**src/rtl/core/p1305_pkg.sv**
```systemverilog
// Shared constants, types and helper functions for the Poly1305 authenticator.
package p1305_pkg;

  // Accumulator kept below 2^131, a raw block sum below 2^132
  localparam int unsigned AccW = 131;
  localparam int unsigned SumW = 132;
  localparam int unsigned KeyW = 128;

  // Multiplier digit of r taken per cycle, most significant first
  localparam int unsigned DigW = 2;
  localparam int unsigned NumDig = KeyW / DigW;
  localparam int unsigned CntW = $clog2(NumDig);

  // Prime 2^130 - 5
  localparam logic [AccW-1:0] Prime = {1'b0, 2'b11, {31{4'hf}}, 4'hb};

  // Clamp masks for the two halves of r
  localparam logic [63:0] ClampLow  = 64'h0fff_fffc_0fff_ffff;
  localparam logic [63:0] ClampHigh = 64'h0fff_fffc_0fff_fffc;

  // Configuration register indexes
  localparam logic [1:0] RegRKeyLow  = 2'd0;
  localparam logic [1:0] RegRKeyHigh = 2'd1;
  localparam logic [1:0] RegPadLow   = 2'd2;
  localparam logic [1:0] RegPadHigh  = 2'd3;

  // Control states, one-hot
  typedef enum logic [4:0] {
    ST_IDLE = 5'b00001,
    ST_LOAD = 5'b00010,
    ST_MUL  = 5'b00100,
    ST_FIN  = 5'b01000,
    ST_OUT  = 5'b10000
  } state_t;

  // Status of a multi-cycle unit
  typedef struct packed {
    logic busy;
    logic done;
  } unit_stat_t;

  // Fold bits 130 and up back in as 5 * high, since 2^130 = 5 mod p
  function automatic logic [AccW-1:0] fold_high(input logic [134:0] t);
    logic [7:0] k;
    k = {3'b000, t[134:130]} + {1'b0, t[134:130], 2'b00};
    return {1'b0, t[129:0]} + {{(AccW-8){1'b0}}, k};
  endfunction

endpackage

```
**src/rtl/core/p1305_mul.sv**
```systemverilog
// Digit-serial modular multiplier: product = a * r mod-ish 2^130-5, two bits of r a cycle.
module p1305_mul (
  input  logic                        clk,
  input  logic                        rst,
  input  logic                        start,
  input  logic [p1305_pkg::SumW-1:0]  a,
  input  logic [p1305_pkg::KeyW-1:0]  r,
  output p1305_pkg::unit_stat_t       stat,
  output logic [p1305_pkg::AccW-1:0]  product
);
  import p1305_pkg::*;

  logic [SumW-1:0] a1;
  logic [SumW+1:0] a3;
  logic [KeyW-1:0] rsh;
  logic [CntW-1:0] cnt;
  logic [AccW-1:0] acc;
  logic            busy;
  logic            done;
  logic [SumW+1:0] sel;
  logic [134:0]    t;

  // pick 0, a, 2a or 3a by the current digit
  always_comb begin
    case (rsh[KeyW-1 -: DigW])
      2'd0:    sel = '0;
      2'd1:    sel = {2'b00, a1};
      2'd2:    sel = {1'b0, a1, 1'b0};
      2'd3:    sel = a3;
      default: sel = '0;
    endcase
    t = {2'b00, acc, 2'b00} + {1'b0, sel};
  end

  // control: one digit per cycle over the whole key
  always_ff @(posedge clk) begin
    if (rst) begin
      busy <= 1'b0;
      done <= 1'b0;
      cnt  <= '0;
    end else begin
      done <= busy && !start && (cnt == CntW'(NumDig - 1));
      if (start) begin
        busy <= 1'b1;
        cnt  <= '0;
      end else if (busy) begin
        cnt <= cnt + 1'b1;
        if (cnt == CntW'(NumDig - 1)) begin
          busy <= 1'b0;
        end
      end
    end
  end

  // datapath: Horner step acc = fold(4 * acc + digit * a)
  always_ff @(posedge clk) begin
    if (start) begin
      a1  <= a;
      a3  <= {2'b00, a} + {1'b0, a, 1'b0};
      rsh <= r;
      acc <= '0;
    end else if (busy) begin
      acc <= fold_high(t);
      rsh <= {rsh[KeyW-DigW-1:0], {DigW{1'b0}}};
    end
  end

  assign stat    = '{busy: busy, done: done};
  assign product = acc;

endmodule

```
**src/rtl/core/p1305_fin.sv**
```systemverilog
// Final reduction of the accumulator modulo 2^130-5 and addition of the pad.
module p1305_fin (
  input  logic                        clk,
  input  logic                        rst,
  input  logic                        start,
  input  logic [p1305_pkg::AccW-1:0]  acc,
  input  logic [p1305_pkg::KeyW-1:0]  pad,
  output p1305_pkg::unit_stat_t       stat,
  output logic [p1305_pkg::KeyW-1:0]  tag
);
  import p1305_pkg::*;

  logic            v1;
  logic            v2;
  logic            done;
  logic [AccW-1:0] f;
  logic [KeyW-1:0] g;
  logic [AccW:0]   diff;

  // f < 2p, so one trial subtraction of p gives the full reduction
  assign diff = {1'b0, f} - {1'b0, Prime};

  // stage valids
  always_ff @(posedge clk) begin
    if (rst) begin
      v1   <= 1'b0;
      v2   <= 1'b0;
      done <= 1'b0;
    end else begin
      v1   <= start;
      v2   <= v1;
      done <= v2;
    end
  end

  // fold bit 130, subtract p if no borrow, add the pad mod 2^128
  always_ff @(posedge clk) begin
    if (start) begin
      f <= {1'b0, acc[129:0]} + (acc[130] ? AccW'(5) : AccW'(0));
    end
    if (v1) begin
      g <= diff[AccW] ? f[KeyW-1:0] : diff[KeyW-1:0];
    end
    if (v2) begin
      tag <= g + pad;
    end
  end

  assign stat = '{busy: v1 | v2, done: done};

endmodule

```
**src/rtl/core/poly1305_mac.sv**
```systemverilog
// Top level of the Poly1305 authenticator: key registers, control and tag output.
//
// Poly1305 one-time authenticator. Write r (raw, clamped inside) and s through the
// configuration port while the block is idle, then send 16-byte blocks; full_block adds
// the 2^128 bit, last finishes the message and gives one tag item, after which the
// accumulator clears and the key stays. Each block passes from acceptance to the next
// ready through loading the multiplier with the block sum, the digit-serial multiply,
// which walks the 128-bit r two bits a cycle, and taking the product back. A last block
// adds the final reduction (fold, trial subtraction of p, pad addition) and the load of
// the tag register. A tag waiting at the output does not stop the next block from being
// taken; only a following last block waits for the output register to free up.
module poly1305_mac (
  input  logic        clk,
  input  logic        rst,
  input  logic        cfg_write,
  input  logic [1:0]  cfg_index,
  input  logic [63:0] cfg_data,
  input  logic        block_valid,
  output logic        block_ready,
  input  logic [63:0] block_low,
  input  logic [63:0] block_high,
  input  logic        full_block,
  input  logic        last,
  output logic        tag_valid,
  input  logic        tag_ready,
  output logic [63:0] tag_low,
  output logic [63:0] tag_high
);
  import p1305_pkg::*;

  state_t          state;
  logic [63:0]     r_key_low;
  logic [63:0]     r_key_high;
  logic [63:0]     pad_low;
  logic [63:0]     pad_high;
  logic [AccW-1:0] h;
  logic [SumW-1:0] a_sum;
  logic            last_q;
  logic [KeyW-1:0] r_clamped;
  logic [AccW-1:0] product;
  logic [KeyW-1:0] fin_tag;
  unit_stat_t      mul_stat;
  unit_stat_t      fin_stat;
  logic            mul_start;
  logic            fin_start;
  logic            tag_load;

  assign block_ready = (state == ST_IDLE);
  assign r_clamped   = {r_key_high & ClampHigh, r_key_low & ClampLow};
  assign mul_start   = (state == ST_LOAD);
  assign fin_start   = (state == ST_MUL) && mul_stat.done && last_q;
  assign tag_load    = (state == ST_OUT) && (!tag_valid || tag_ready);

  // configuration registers
  always_ff @(posedge clk) begin
    if (rst) begin
      r_key_low  <= '0;
      r_key_high <= '0;
      pad_low    <= '0;
      pad_high   <= '0;
    end else if (cfg_write) begin
      case (cfg_index)
        RegRKeyLow:  r_key_low  <= cfg_data;
        RegRKeyHigh: r_key_high <= cfg_data;
        RegPadLow:   pad_low    <= cfg_data;
        RegPadHigh:  pad_high   <= cfg_data;
        default:     ;
      endcase
    end
  end

  // block sum h + m, taken with the item
  always_ff @(posedge clk) begin
    if (block_valid && block_ready) begin
      a_sum  <= {1'b0, h} + {3'b000, full_block, block_high, block_low};
      last_q <= last;
    end
  end

  // control and accumulator
  always_ff @(posedge clk) begin
    if (rst) begin
      state     <= ST_IDLE;
      h         <= '0;
      tag_valid <= 1'b0;
    end else begin
      if (tag_load) begin
        tag_valid <= 1'b1;
      end else if (tag_ready) begin
        tag_valid <= 1'b0;
      end
      case (state)
        ST_IDLE: begin
          if (block_valid) begin
            state <= ST_LOAD;
          end
        end
        ST_LOAD: begin
          state <= ST_MUL;
        end
        ST_MUL: begin
          if (mul_stat.done) begin
            if (last_q) begin
              h     <= '0;
              state <= ST_FIN;
            end else begin
              h     <= product;
              state <= ST_IDLE;
            end
          end
        end
        ST_FIN: begin
          if (fin_stat.done) begin
            state <= ST_OUT;
          end
        end
        ST_OUT: begin
          if (tag_load) begin
            state <= ST_IDLE;
          end
        end
        default: begin
          state <= ST_IDLE;
        end
      endcase
    end
  end

  // tag output register
  always_ff @(posedge clk) begin
    if (tag_load) begin
      tag_low  <= fin_tag[63:0];
      tag_high <= fin_tag[127:64];
    end
  end

  p1305_mul u_mul (
    .clk     (clk),
    .rst     (rst),
    .start   (mul_start),
    .a       (a_sum),
    .r       (r_clamped),
    .stat    (mul_stat),
    .product (product)
  );

  p1305_fin u_fin (
    .clk   (clk),
    .rst   (rst),
    .start (fin_start),
    .acc   (product),
    .pad   ({pad_high, pad_low}),
    .stat  (fin_stat),
    .tag   (fin_tag)
  );

  // no item is taken while the multiplier works
  assert property (@(posedge clk) disable iff (rst) block_ready |-> !mul_stat.busy)
    else $error("block taken while multiplier busy");

  // multiplier finishes only while control waits for it
  assert property (@(posedge clk) disable iff (rst) mul_stat.done |-> state == ST_MUL)
    else $error("multiplier done outside multiply state");

  // final reduction finishes only while control waits for it
  assert property (@(posedge clk) disable iff (rst) fin_stat.done |-> state == ST_FIN)
    else $error("final reduction done outside finish state");

  // a tag appears only from the output state
  assert property (@(posedge clk) disable iff (rst) $rose(tag_valid) |-> $past(state == ST_OUT))
    else $error("tag raised outside output state");

endmodule
```
**config.mk**
```make
export PLATFORM = sky130hd
export DESIGN_NAME = poly1305_mac
export DESIGN_NICKNAME = d
export VERILOG_FILES = /design/src/rtl/core/p1305_pkg.sv /design/src/rtl/core/p1305_mul.sv /design/src/rtl/core/p1305_fin.sv /design/src/rtl/core/poly1305_mac.sv
export SDC_FILE = /design/constraint.sdc
export NUM_CORES = 2
export LEC_CHECK = 0
export BUFFER_PORTS_ARGS = -buffer_cell sky130_fd_sc_hd__buf_2
export CORE_MARGIN = 2
export CORE_UTILIZATION = 40
export CTS_CLUSTER_SIZE = 14
export DETAILED_ROUTE_END_ITERATION = 7
export PLACE_DENSITY = 0.69
export REMOVE_ABC_BUFFERS = 1
export SLEW_MARGIN = 20
export SYNTH_ARGS = -nofsm -noshare
export SYNTH_HDL_FRONTEND = slang
export SYNTH_HIERARCHICAL = 1
export SYNTH_SLANG_ARGS = --single-unit
export TNS_END_PERCENT = 100
```
**constraint.sdc**
```tcl
create_clock -name clk -period 9.7 [get_ports clk]
set_clock_uncertainty 0.2 [all_clocks]
set_input_delay 0.97 -clock clk [delete_from_list [all_inputs] [get_ports clk]]
set_output_delay 0.97 -clock clk [all_outputs]
set_load 0.01 [all_outputs]
```
==> impl_metrics.tcl <==
set metrics [dict create \
    cts_tree "done" \
    cap_viol_max_count 0 \
    dr_total_vias 86074 \
    portBuffers 330 \
    crit_fanout 4 \
    netlist_area_um2 97500 \
    cp_data_arrival_time_ns 10.03 \
    layout-drive-gt1-share_pct 16.9 \
    final.min_clock_period_ns 9.54 \
    numClockSinks 1554 \
    antenna_found_initial 35 \
    synth_area_per_cell_um2 9.34 \
    core_um2 243000 \
    p_sw_share_pct 38.3 \
    netSwitchingPower_w 0.00957 \
    slew_viol_final 0 \
    final_hold_viol_count 0 \
    setup_violations 0 \
    grt_pass1_vias 81692 \
    place_area_um2 107000 \
    final.period_utilization_pct 98.3 \
    ys_warn_count 6 \
    fmax_ghz 0.105 \
    vias_per_cell 5.89 \
    dr.pass1.iters 8 \
    rows 181 \
    clock_latency_ns 0.87 \
    grt_usage_pct 28.8 \
    initialDrtViolationCount 9586 \
    die_h_um 498 \
    wl_per_cell_um 25.5 \
    slowest_delay_ns 0.52 \
    die_w_um 498 \
    p_leak_nw 43.2 \
    start_util_pct 40.2 \
    grt_max_degree 160 \
    power_frac_comb_pct 39.2 \
    detail-route-antenna-nets 0 \
    clkPwrFrac_pct 27.8 \
    design_area_um2 114000 \
    grt_pass1_wl_um 537000 \
    htree_levels 4 \
    hold_path.class "in2reg" \
    powerDensity_nw_per_um2 219 \
    crit_buf_inv 8 \
    path_class "reg2reg" \
    cp_top_family "simple AND/OR/NAND/NOR gates" \
    place.gp.congestion 1.03 \
    ir_worst_vdd_mv 0.154 \
    cpMostUsedCell "buf_4" \
    syn_inst 10445 \
    seq_power_share_pct 33.1 \
    cp-start-kind "flop" \
    cts_made_buffers 173 \
    cts.clk_slew.worst_paths_ns 0.06 \
    wirelength_um 373000 \
    fillCellCount 22829 \
    slew_headroom_pct 22.4 \
    clock_path_buffers 3 \
    p_int_w 0.0154 \
    cts-root-buf "clkbuf_16" \
    synthToLayoutAreaGrowth_pct 17.1 \
    final_nets 12001 \
    worst_pin_slew_ns 1.16 \
    io_pins 331 \
    gr-total-overflow 0 \
    setup_tns_ns 0 \
    utilization_pct 47.0 \
    status "finished, final reports clean" \
    power_w 0.0250 \
    cp_slowest_cell "fa_1" \
    die_area_um2 248000 \
    drc_errors 0 \
    dp_hpwl_um 303000 \
    worstSetupEndpointType "flop" \
    crit_required_ns 10.20 \
]
-- placed cells by master, fill, tap and decap left out, types with 98 or more instances in the layout --
master        n
a211oi_1     98
a21o_1      244
a21oi_1    1165
a22o_1      136
buf_2       329
buf_4       771
clkbuf_16   177
dfxtp_1     510
edfxtp_1   1041
ha_1        527
inv_1       174
mux2_2      261
nand2_1    1267
nand3_1     249
nand4_1     329
nor2_1      837
nor3_1      196
nor3b_1     138
o21ai_0     453
o21bai_1    153
xnor2_1     549
xor2_1      293
-- repair_timing --
item,4_1_cts,5_1_grt
pin swaps,1,54
endpoints found under the setup margin,32,45
gates cloned,0,3
setup buffers,0,19
hold buffers,0,0
gates resized for setup,16,99
-- sequential cells by signal (all words and copies together), names as in the netlist, 5 cells and up --
register and cells:
a_sum 132, state 5, h 131, u_mul/product 131, pad_high 64, u_fin/g 128, u_fin/f 131, u_mul/cnt 6
pad_low 64, u_mul/a3 133, tag_low 64, u_mul/rsh 128, u_fin/tag 128, u_mul/a1 132, r_key_high 52, r_key_low 54
tag_high 64
-- layer usage --
| metal | share of wire [%] | routed length (um) | GRT usage, % | vias to the layer above |
|---|---|---|---|---|
| met4 | 3.7 | 13900 | 10.1 | 12 |
| met5 | 0.020 | 76 | 0 | - |
| met1 | 47 | 175000 | 42.7 | 41594 |
| met3 | 7.8 | 29000 | 4.89 | 551 |
| li1 | - | - | - | 40274 |
| met2 | 41 | 154000 | 42.0 | 3643 |
-- worst reg2reg max path, delay by kind of cell, from the launching register on --
| kind | cells | cell delay, ns |
|---|---|---|
| adder cells (fa/ha/maj) | 3 | 1.16 |
| AND/OR/NAND/NOR | 14 | 3.41 |
| flip-flops | 1 | 0.43 |
| AO/OA/AOI/OAI | 13 | 2.50 |
| XOR/XNOR | 1 | 0.20 |
| multiplexers | 1 | 0.26 |
| buffers and inverters | 8 | 1.24 |
-- area by class of cell --
type / count / area (um^2) / area share, %
timing repair buffer: 1131 / 8040 / 7.04
tap: 3202 / 4010 / 3.51
inverter: 179 / 682 / 0.597
multi-input combinational: 8217 / 53900 / 47.2
sequential: 1554 / 41500 / 36.4
clock buffer: 219 / 4620 / 4.05
antenna: 12 / 30.0 / 0.0263
clock inverter: 107 / 1390 / 1.22
-- power groups by stage --
stage          Sequential [W]  Clock (W)  Combinational (W)
5_1_grt               0.00826    0.00730             0.0103
3_5_place_dp          0.00834          0            0.00930
4_1_cts               0.00821    0.00706            0.00934
6_report              0.00826    0.00694            0.00978
2_1_floorplan         0.00817          0            0.00483
3_3_place_gp          0.00835          0            0.00925
-- through the flow --
step | setup slack (ns) | hold WS (ns) | instances
floorplan | -8.17 | 0.200 | 9950
global placement | -0.449 | 0.205 | 14261
detailed placement | -0.403 | 0.205 | 14261
CTS | 0.0238 | 0.0227 | 14587
global route | -0.0618 | 0.0627 | 14611
finish | 0.164 | 0.0961 | 14621
-- worst paths after layout --
| path | startpoint | to | slack (ns) | depth (start not counted) |
|---|---|---|---|---|
| setup / recovery | u_mul/rsh[127] | u_mul/product[91] | 0.16 | 40 |
| hold / removal | last | last_q | 0.1 | 1 |
| setup reg to reg | u_mul/rsh[127] | u_mul/product[91] | 0.16 | 40 |
| hold reg to reg | u_fin/tag[89] | tag_high[25] | 0.21 | 0 |
No activity file was read; power rests on OpenSTA's default activity.
